File: src/hw/rtl/mcf_pkg.sv
// ----------------------------------------------------------------------------
// mcf_pkg: shared types, constants and functions for the motor command framer
// Frame layout constants, the held command type and the CRC-16 byte update.
// ----------------------------------------------------------------------------
package mcf_pkg;

   // frame geometry
   localparam int FRAME_LEN = 33;
   localparam int CRC_SPAN  = 31;
   localparam int POS_W     = $clog2(FRAME_LEN);

   // CRC-16/CCITT-FALSE
   localparam logic [15:0] CRC_POLY = 16'h1021;
   localparam logic [15:0] CRC_INIT = 16'hFFFF;

   // byte positions with nonzero content
   localparam logic [POS_W-1:0] POS_LEN_LO = POS_W'(1);
   localparam logic [POS_W-1:0] POS_PARAM  = POS_W'(3);
   localparam logic [POS_W-1:0] POS_ENABLE = POS_W'(6);
   localparam logic [POS_W-1:0] POS_SPEED  = POS_W'(7);
   localparam logic [POS_W-1:0] POS_DIR    = POS_W'(8);
   localparam logic [POS_W-1:0] POS_CRC_HI = POS_W'(CRC_SPAN);
   localparam logic [POS_W-1:0] POS_LAST   = POS_W'(FRAME_LEN - 1);

   localparam logic [7:0] PARAM_CODE = 8'h01;

   // one motor command as held during its frame
   typedef struct packed {
      logic       motor_stop;
      logic       forward;
      logic [7:0] speed;
   } cmd_type;

   // control from the sequencer to the CRC unit
   typedef struct packed {
      logic advance;
      logic first;
   } crc_ctrl_type;

   // frame byte at a payload position (positions before the CRC)
   function automatic logic [7:0] frame_data(input logic [POS_W-1:0] pos,
                                             input cmd_type cmd);
      logic [7:0] b;
      b = 8'h00;
      unique case (pos)
         POS_LEN_LO: b = 8'(FRAME_LEN);
         POS_PARAM:  b = PARAM_CODE;
         POS_ENABLE: b = {7'b0, ~cmd.motor_stop};
         POS_SPEED:  b = cmd.speed;
         POS_DIR:    b = {7'b0, cmd.forward};
         default:    b = 8'h00;
      endcase
      return b;
   endfunction

   // CRC update by one byte, MSB first
   function automatic logic [15:0] crc_byte(input logic [15:0] crc,
                                            input logic [7:0] b);
      logic [15:0] c;
      c = crc ^ {b, 8'h00};
      for (int i = 0; i < 8; i++) begin
         if (c[15]) begin
            c = {c[14:0], 1'b0} ^ CRC_POLY;
         end else begin
            c = {c[14:0], 1'b0};
         end
      end
      return c;
   endfunction

endpackage

File: src/hw/rtl/mcf_if.sv
// ----------------------------------------------------------------------------
// mcf_if: valid/ready channels of the motor command framer
// Command channel and frame byte channel, each with source and sink views.
// ----------------------------------------------------------------------------
interface mcf_req_if;
   import mcf_pkg::*;

   logic       valid;
   logic       ready;
   logic [7:0] speed;
   logic       forward;
   logic       motor_stop;

   modport source (output valid, output speed, output forward, output motor_stop,
                   input ready);
   modport sink   (input valid, input speed, input forward, input motor_stop,
                   output ready);
endinterface

interface mcf_rsp_if;
   import mcf_pkg::*;

   logic       valid;
   logic       ready;
   logic [7:0] frame_byte;
   logic       frame_last;

   modport source (output valid, output frame_byte, output frame_last, input ready);
   modport sink   (input valid, input frame_byte, input frame_last, output ready);
endinterface

File: src/hw/rtl/mcf_crc_unit.sv
// ----------------------------------------------------------------------------
// mcf_crc_unit: running CRC-16/CCITT-FALSE over the frame bytes
// Folds one byte per cycle while ctrl.advance is set; restarts on the first byte.
// ----------------------------------------------------------------------------
module mcf_crc_unit (
   input  logic                  clock,
   input  logic                  reset,
   input  mcf_pkg::crc_ctrl_type ctrl,
   input  logic [7:0]            data,
   output logic [15:0]           crc
);
   import mcf_pkg::*;

   logic [15:0] crc_ff;
   logic [15:0] crc_in;
   logic [15:0] seed;

   // first byte of a frame starts from the initial value
   assign seed   = ctrl.first ? CRC_INIT : crc_ff;
   assign crc_in = ctrl.advance ? crc_byte(seed, data) : crc_ff;

   always_ff @(posedge clock) begin
      if (reset) begin
         crc_ff <= CRC_INIT;
      end else begin
         crc_ff <= crc_in;
      end
   end

   assign crc = crc_ff;

   a_hold: assert property (@(posedge clock) disable iff (reset)
      !ctrl.advance |=> crc_ff == $past(crc_ff))
      else $error("crc changed without a byte");

endmodule

File: src/hw/rtl/motor_command_frame_crc16.sv
// ----------------------------------------------------------------------------
// motor_command_frame_crc16: framed motor command with CRC-16/CCITT-FALSE
// Turns each motor command into a 33-byte frame sent one byte per item.
// ----------------------------------------------------------------------------
//  channel | dir | payload                         | handshake
//  req     | in  | speed[7:0] forward motor_stop   | valid/ready
//  rsp     | out | frame_byte[7:0] frame_last      | valid/ready
//
//  Each command yields 33 frame bytes, one per cycle while rsp is ready.
//  The next command is taken in the cycle the last byte of the current
//  frame is loaded, so frames follow each other without a gap.
//  The CRC folds in one byte per cycle as bytes 0..30 go out.
//  Synchronous active-high reset clears the sequencer and output valid.
//  A stalled rsp holds the output register and the byte position.
// ----------------------------------------------------------------------------
module motor_command_frame_crc16 (
   input  logic       clock,
   input  logic       reset,
   mcf_req_if.sink    req,
   mcf_rsp_if.source  rsp
);
   import mcf_pkg::*;

   cmd_type          cmd_ff, cmd_in;
   logic             cmd_valid_ff, cmd_valid_in;
   logic [POS_W-1:0] pos_ff, pos_in;
   logic             out_valid_ff, out_valid_in;
   logic [7:0]       byte_ff, byte_in;
   logic             last_ff, last_in;

   logic             advance;
   logic             at_end;
   logic             req_take;
   logic [7:0]       data_byte;
   logic [15:0]      crc;
   crc_ctrl_type     crc_ctrl;

   // sequencer moves when a command is held and the output slot is free
   assign advance  = cmd_valid_ff && (!out_valid_ff || rsp.ready);
   assign at_end   = (pos_ff == POS_LAST);
   assign req.ready = !cmd_valid_ff || (advance && at_end);
   assign req_take = req.valid && req.ready;

   // byte for the current position
   assign data_byte = frame_data(pos_ff, cmd_ff);
   always_comb begin
      priority if (pos_ff < POS_CRC_HI) begin
         byte_in = data_byte;
      end else if (pos_ff == POS_CRC_HI) begin
         byte_in = crc[15:8];
      end else begin
         byte_in = crc[7:0];
      end
   end

   assign crc_ctrl.advance = advance && (pos_ff < POS_CRC_HI);
   assign crc_ctrl.first   = (pos_ff == '0);

   mcf_crc_unit u_crc (
      .clock (clock),
      .reset (reset),
      .ctrl  (crc_ctrl),
      .data  (data_byte),
      .crc   (crc)
   );

   // next-state logic
   always_comb begin
      cmd_in       = cmd_ff;
      cmd_valid_in = cmd_valid_ff;
      pos_in       = pos_ff;
      last_in      = last_ff;
      out_valid_in = out_valid_ff;
      if (advance) begin
         pos_in = at_end ? '0 : pos_ff + POS_W'(1);
         if (at_end) begin
            cmd_valid_in = 1'b0;
         end
         out_valid_in = 1'b1;
         last_in      = at_end;
      end else if (rsp.ready) begin
         out_valid_in = 1'b0;
      end
      if (req_take) begin
         cmd_in.speed      = req.speed;
         cmd_in.forward    = req.forward;
         cmd_in.motor_stop = req.motor_stop;
         cmd_valid_in      = 1'b1;
      end
   end

   // control registers
   always_ff @(posedge clock) begin
      if (reset) begin
         cmd_valid_ff <= 1'b0;
         pos_ff       <= '0;
         out_valid_ff <= 1'b0;
      end else begin
         cmd_valid_ff <= cmd_valid_in;
         pos_ff       <= pos_in;
         out_valid_ff <= out_valid_in;
      end
   end

   // payload registers
   always_ff @(posedge clock) begin
      cmd_ff  <= cmd_in;
      last_ff <= last_in;
      if (advance) begin
         byte_ff <= byte_in;
      end
   end

   assign rsp.valid      = out_valid_ff;
   assign rsp.frame_byte = byte_ff;
   assign rsp.frame_last = last_ff;

   a_pos_range: assert property (@(posedge clock) disable iff (reset)
      pos_ff <= POS_LAST)
      else $error("byte position past end of frame");

   a_idle_pos: assert property (@(posedge clock) disable iff (reset)
      !cmd_valid_ff |-> pos_ff == '0)
      else $error("byte position nonzero with no command held");

   a_frame_done: assert property (@(posedge clock) disable iff (reset)
      advance && at_end && !req_take |=> !cmd_valid_ff)
      else $error("command still held after its last byte");

   a_load: assert property (@(posedge clock) disable iff (reset)
      advance |=> out_valid_ff)
      else $error("output not valid after a byte was loaded");

endmodule

File: src/flat_wrapper.sv
// flat-port wrapper written by rule: the top's interface ports become plain ports
module motor_command_frame_crc16_flat import mcf_pkg::*;
  (clock, reset, req_valid, req_speed, req_forward, req_motor_stop, req_ready, rsp_valid, rsp_frame_byte, rsp_frame_last, rsp_ready);
  mcf_req_if req_i ();
  mcf_rsp_if rsp_i ();
  input  logic clock;
  input  logic reset;
  input wire logic [$bits(req_i.valid)-1:0] req_valid;
  input wire logic [$bits(req_i.speed)-1:0] req_speed;
  input wire logic [$bits(req_i.forward)-1:0] req_forward;
  input wire logic [$bits(req_i.motor_stop)-1:0] req_motor_stop;
  output wire logic [$bits(req_i.ready)-1:0] req_ready;
  output wire logic [$bits(rsp_i.valid)-1:0] rsp_valid;
  output wire logic [$bits(rsp_i.frame_byte)-1:0] rsp_frame_byte;
  output wire logic [$bits(rsp_i.frame_last)-1:0] rsp_frame_last;
  input wire logic [$bits(rsp_i.ready)-1:0] rsp_ready;
  assign req_i.valid = req_valid;
  assign req_i.speed = req_speed;
  assign req_i.forward = req_forward;
  assign req_i.motor_stop = req_motor_stop;
  assign req_ready = req_i.ready;
  assign rsp_valid = rsp_i.valid;
  assign rsp_frame_byte = rsp_i.frame_byte;
  assign rsp_frame_last = rsp_i.frame_last;
  assign rsp_i.ready = rsp_ready;
  motor_command_frame_crc16 u_core (.clock(clock), .reset(reset), .req(req_i), .rsp(rsp_i));
endmodule
File: config.mk
export PLATFORM = sky130hd
export DESIGN_NAME = motor_command_frame_crc16_flat
export DESIGN_NICKNAME = d
export VERILOG_FILES = /design/src/hw/rtl/mcf_pkg.sv /design/src/hw/rtl/mcf_if.sv /design/src/hw/rtl/mcf_crc_unit.sv /design/src/hw/rtl/motor_command_frame_crc16.sv /design/src/flat_wrapper.sv
export SDC_FILE = /design/constraint.sdc
export NUM_CORES = 1
export LEC_CHECK = 0
export ABC_AREA = 1
export BUFFER_PORTS_ARGS = -buffer_cell sky130_fd_sc_hd__buf_4
export CAP_MARGIN = 0
export CORE_AREA = 2 2 68 64
export CTS_CLUSTER_DIAMETER = 200
export DETAILED_ROUTE_END_ITERATION = 6
export DIE_AREA = 0 0 70 66
export PLACE_DENSITY_LB_ADDON = 0.2
export SLEW_MARGIN = 10
export SYNTH_ARGS = -nofsm -noshare
export SYNTH_HDL_FRONTEND = slang
export SYNTH_SLANG_ARGS = --single-unit
File: constraint.sdc
create_clock -name clock -period 5.6 [get_ports clock]
set_input_delay 0.28 -clock clock [delete_from_list [all_inputs] [get_ports clock]]
set_output_delay 0.28 -clock clock [all_outputs]
set_load 0.05 [all_outputs]
# == Word level (Yosys, flattened, before mapping) ==
# Index checks and enable logic that the tools add are counted.
# word_totals
input_bits,14
word_cells,59
register_bits,43
output_inout_bits,11
# classes
n_eq_ne,7
mux,18
n_reduce_logical,13
addsub,1
n_bitwise,10
magnitude_cmp,1
# op_table
cell,count
$mux 13,8
$pmux 8 s5,1
$not 3->3,8
$mux 16,1
$mux 8,2
$xor 16x16->16,1
$eq 6x3->1 const B,2
$add 6x1->6 const B,1
$eq 6x1->1 const B,1
$eq 6x2->1 const B,1
$eq 6x4->1 const B,1
$eq 6x5->1 const B,1
$eq 6x6->1 const B,1
$logic_not 6->1,1
$lt 6x5->1 const B,1
$mux 6,1
$reduce_bool 2->1,3
$mux 1,5
$logic_and 1x1->1,4
$logic_not 1->1,2
$logic_or 1x1->1,2
$reduce_and 2->1,1
$not 1->1,1

# == Longest topological paths before layout ==
# logic_depth
word_depth,19
mapped_depth,13
ltp_nobuf,13

# == Cells and area by module ==
# From an unflattened synthesis, not the netlist that was laid out.
# hier_totals
hier_cells,348
area_unflattened_um2,2542.4
# modules_own_cells
mod,n_inst,cells_per_inst,seq_area_each_um2,area_each_um2
motor_command_frame_crc16,1,168,730.7,1411.4
mcf_crc_unit,1,180,320.3,1131.1

# == Least setup slack after synthesis ==
# No wires, ideal clock.
# synth_timing
path_type,register -> register
start,"reg u_core.out_valid_ff, in the netlist u_core.rsp.valid"
end,"reg u_core.u_crc.crc_ff[0], in the netlist u_core.u_crc.crc[0]"
n_path_buf,1
setup_slack_ns,3.770
setup_ns,0.117
arrival_time_ns,1.713
path_stages_with_launch,9
path_cell_list,dfxtp_1 nand2_1 nand2_1 inv_1 nand2_2 inv_2 buf_2 o21ai_1 nand2_1
# synth_via
elab_chain_len,4
# synth_rtl
element,line_no,source
from (decl),motor_command_frame_crc16.sv:27,"logic out_valid_ff, out_valid_in;"
from (signal assigned),motor_command_frame_crc16.sv:101,out_valid_ff <= out_valid_in;
$logic_not 1->1,motor_command_frame_crc16.sv:39,assign advance = cmd_valid_ff && (!out_valid_ff || rsp.ready);
$logic_or 1x1->1,motor_command_frame_crc16.sv:39,
$logic_and 1x1->1,motor_command_frame_crc16.sv:39,
named net u_core.advance,motor_command_frame_crc16.sv:31,logic advance;
$logic_and 1x1->1,motor_command_frame_crc16.sv:56,assign crc_ctrl.advance = advance && (pos_ff < POS_CRC_HI);
to (signal assigned),mcf_crc_unit.sv:26,crc_ff <= crc_in;
to (decl),mcf_crc_unit.sv:14,logic [15:0] crc_ff;
# The timed path passes the listed nets, and every way through them passes these cells.
# A chain may end at the register's enable or synchronous reset.

# == Final worst setup path ==
# layout_timing
start,reg u_core.pos_ff[0]
end,reg u_core.cmd_ff[8] (netlist bit) (enable)
# layout_via
elab_chain_len,4
# layout_rtl
element,line_no,source
from (decl),motor_command_frame_crc16.sv:26,"logic [POS_W-1:0] pos_ff, pos_in;"
from (signal assigned),motor_command_frame_crc16.sv:100,pos_ff <= pos_in;
$eq 6x6->1,motor_command_frame_crc16.sv:40,assign at_end = (pos_ff == POS_LAST);
$logic_and 1x1->1,motor_command_frame_crc16.sv:41,assign req.ready = !cmd_valid_ff || (advance && at_end);
$logic_or 1x1->1,motor_command_frame_crc16.sv:41,
$logic_and 1x1->1,motor_command_frame_crc16.sv:42,assign req_take = req.valid && req.ready;
to (signal assigned),motor_command_frame_crc16.sv:107,cmd_ff <= cmd_in;
to (decl),motor_command_frame_crc16.sv:24,"cmd_type cmd_ff, cmd_in;"
# Every way passes these cells.

==> run summary <==
The leakage power is 1.26 nW. The peak clock frequency supported by timing is between 400 and 500 MHz. The power density over cell area came out at around 260 nW/µm².

The number of clock sinks seen by CTS is 43. The via count of the first global-routing pass is about 1900. The run finished with clean final reports. The critical path required time came out at around 5.5 ns. The post-placement cell area came out at between 2000 and 3000 µm². The maximum fanout along the worst path came out at 10. The wire length of the first global-routing pass came out at 8270 µm. The fraction of the cycle the final worst path needs is 0.384. The final max-slew violation count was 0. For hold timing, the worst endpoint is u_core.cmd_ff[6]. The routed design uses 392 µm of met3 wire.

Signal routing reaches up to met4. In the post-synthesis netlist, the biggest area contributors are edfxtp_1 24%, dfxtp_1 20%, nand2_1 11%, inv_1 6.6%, a21oi_1 4.2%. The slowest stage of the critical path belongs to the cell nor2_1. The yosys synthesis warning count is 0. The share of total power dissipated in sequential elements is 0.526. The all-layer global routing usage is 0.232.

The clock tree from TritonCTS is yes. The die outline area came out at roughly 4600 µm². The count of nets left with antenna violations after detail routing is 0. The count of pins on the block boundary came out at 25.

Once layout is done, the placed cells without fillers occupy 2680 µm². The worst register-to-register path begins at u_core.pos_ff[0]. The core region is just under 4000 µm². The fraction of layout instances using a drive strength above 1 came out at 0.168. The routed wire length came out at 4990 µm.

The transition at the pin with the smallest max-transition slack is 0.779 ns. After detailed routing, the number of vias per cell comes to between 5 and 6. The min-delay analysis places its worst path in the category in -> reg. The source-to-sink clock delay at the later pin of the worst-skew pair is around 0.3 ns.

The number of distinct library cell variants in the gate-level netlist after synthesis came out at 38. The clock transition at the registers of the reported paths came out at 0.08 ns. The hold path depth came out at 1. The routed length on met2 came out at ~2200 µm. Entering global routing, the biggest net connects 19 pins.

The die boundary height is about 66 µm. In this run the power spent charging and discharging nets is roughly 210 µW. For this run, the leading register cell type out of synthesis is dfxtp_1. The setup clock skew after layout came out at just under 0.007 ns. For this block, the via count after detailed routing is roughly 2000. The share of total power dissipated in the clock network is 0.281. The worst reg-to-reg path cell count came out at 6. The worst register-to-register path ends at u_core.cmd_ff[8].

The startpoint identified for the worst hold timing path is req_speed[6]. The average size of a mapped cell is 8.12 µm². The register area share after synthesis is 0.439. The number of buffers added by the clock tree synthesis step came out at 5. The internal portion of the total power is between 400 and 500 µW. Timing analysis after detailed placement gives a worst setup slack of between 3 and 4 ns. The number of hold violations in the final report is 0.

Post-CTS repair changed the size of 0 cells. Setup repair after global routing left no endpoint under its margin. For this run, design rule violations remaining after detail routing come to 0. The hold buffer count at CTS came out at 0. The number of optimization iterations in the first detailed-route pass is 5. Counting stages on the worst path, the most repeated cell is nor2_1.

In this run the post-CTS setup repair buffer count came out at 0. The final worst-path setup slack is 3.45 ns. The number of nets at the end of the flow came out at approximately 340. The synthesized design spends more area on one cell type than any other, namely edfxtp_1. STA classifies the critical path startpoint as a register. Detailed placement finished with a half-perimeter wire length of approximately 3700 µm. The register-to-register setup slack came out at 3.45 ns. Yosys mapped a number of flops with a built-in enable equal to 19.

The proportion of total power due to net switching is 0.300. The net count of the mapped netlist came out at 313. The core occupancy in the finished layout is 0.685. The worst path in the final design needs a cycle of between 2 and 2.5 ns, including I/O delays and setup.

The proportion of power drawn by combinational gates came out at 0.193. The register bit total from synthesis is 43. The wire length per cell after detailed routing came out at between 10 and 15 µm. Traced cell by cell, the critical path runs through inv_1, ha_1, nand4_1, nor2_1, nor2_1, nor2_1. The setup path with the least slack is of type reg -> reg.

The first routing iteration left roughly 180 violations. Of the post-synthesis cell area, the dominant cell type holds 0.238. The remaining max-slew budget at the tightest pin came out at 0.479. The buffer depth of the longest clock path is 2.

The initial antenna violation count is 0. Port buffering added 24 buffers. CTS placed an instance of clkbuf_8 at the clock tree root.

From synthesis to final layout, the design area changed by 11.9%. The cell row count came out at 22. By count the netlist is led by 73 x nand2_1, 42 x inv_1, 24 x dfxtp_1. The synthesized instance count came out at just under 300. The H-tree depth is 2.

The global placer's final weighted congestion came out at 0.833. The mapped cell area came out at 2390 µm². The worst-case IR drop observed on VDD is between 0.00015 and 0.0002 V. The total setup violations reported at the end of the flow came out at 0.

The worst setup path is captured at a register. The number of maximum-capacitance violations is 0. The arrival time reported for the critical path endpoint came out at roughly 2.1 ns. 0 antenna diodes ended up in the layout. In the final routing, the length of wire on met1 measures about 2300 µm. The initial utilization of the core area, before any placement, comes to 0.613. In the post-synthesis netlist, the cell with the most instances is nand2_1. The total negative slack came out at 0 ns. The total congestion overflow after global routing is 0. The worst stage delay on the critical path is about 0.59 ns. The horizontal die dimension is 70 µm. In the synthesized netlist the async set-or-reset flop fraction comes to 0.
power groups by stage:
| stage | Combinational, mW | Clock [mW] | Sequential (mW) |
|---|---|---|---|
| final | 0.133 | 0.193 | 0.362 |
| after global routing | 0.147 | 0.211 | 0.364 |
| after CTS | 0.132 | 0.199 | 0.362 |
| after detailed placement | 0.132 | 0 | 0.369 |
| after global placement | 0.130 | 0 | 0.369 |
| after floorplan | 0.0864 | 0 | 0.379 |
final cells by class:
| cell class | instances | area [µm²] |
|---|---|---|
| multi-input combinational | 201 | 1130 |
| sequential | 43 | 1050 |
| timing repair buffer | 24 | 180 |
| inverter | 45 | 169 |
| tap | 48 | 60.1 |
| clock buffer | 6 | 72.6 |
| fill | 346 | 1230 |
| clock inverter | 2 | 12.5 |
flip-flops by register name (all words and copies together), names as in the netlist:
name and cells:
u_core.cmd_ff 10, u_core.cmd_valid_ff 1, u_core.pos_ff 6, u_core.rsp.valid 1, u_core.rsp.frame_byte 8, u_core.u_crc.crc 16
u_core.rsp.frame_last 1
layout by cell type, fill, tap and decap left out, types with 4 or more instances in the layout:
cell type and n:
nand3_1 20, nand4_1 6, nor2_1 14, o211ai_1 4, ha_1 4, buf_4 24, nand2_2 7, o21ai_0 10
a21oi_1 20, clkbuf_8 5, edfxtp_1 19, inv_1 42, dfxtp_1 24, o21ai_1 5, nand2_1 73, xor2_1 4
o221ai_1 5
metal layers:
metal / GRT usage / vias to the layer above
met2: 0.373 / 75
li1: - / 1020
met4: 0.0889 / 0
met5: 0 / -
met1: 0.309 / 892
met3: 0.0534 / 7
stage by stage:
step | hold WS, ns | total power [mW] | cells
after floorplan | 0.379 | 0.466 | 295
after global placement | 0.458 | 0.498 | 361
after detailed placement | 0.459 | 0.500 | 361
after CTS | 0.148 | 0.692 | 369
after global routing | 0.139 | 0.723 | 369
final | 0.157 | 0.688 | 369
worst max path at each step:
stage	start	to	depth (start not counted)
2_1_floorplan	u_core.rsp.valid	u_core.u_crc.crc[0]	8
3_3_place_gp	u_core.pos_ff[0]	u_core.cmd_ff[3]	6
3_5_place_dp	u_core.pos_ff[0]	u_core.cmd_ff[6]	6
4_1_cts	u_core.pos_ff[0]	u_core.cmd_ff[5]	6
5_1_grt	u_core.pos_ff[0]	u_core.cmd_ff[5]	6
6_report	u_core.pos_ff[0]	u_core.cmd_ff[8]	6
worst max-delay path: cells and delay by family (launching register included):
| kind | cells | cell delay (ns) |
|---|---|---|
| adder cells (fa/ha/maj) | 1 | 0.29 |
| AND/OR/NAND/NOR | 4 | 1.01 |
| flip-flops | 1 | 0.35 |
| buffers and inverters | 1 | 0.13 |
cell families after synthesis:
| kind of cell | after synthesis | synth area share |
|---|---|---|
| flops | 43 | 0.439 |
| simple gates | 136 | 0.274 |
| fa+ha+maj | 4 | 0.0209 |
| buf+inv | 51 | 0.0878 |
| compound gates | 50 | 0.121 |
| xor+xnor | 11 | 0.0575 |
(Power assumes the default switching activity.)
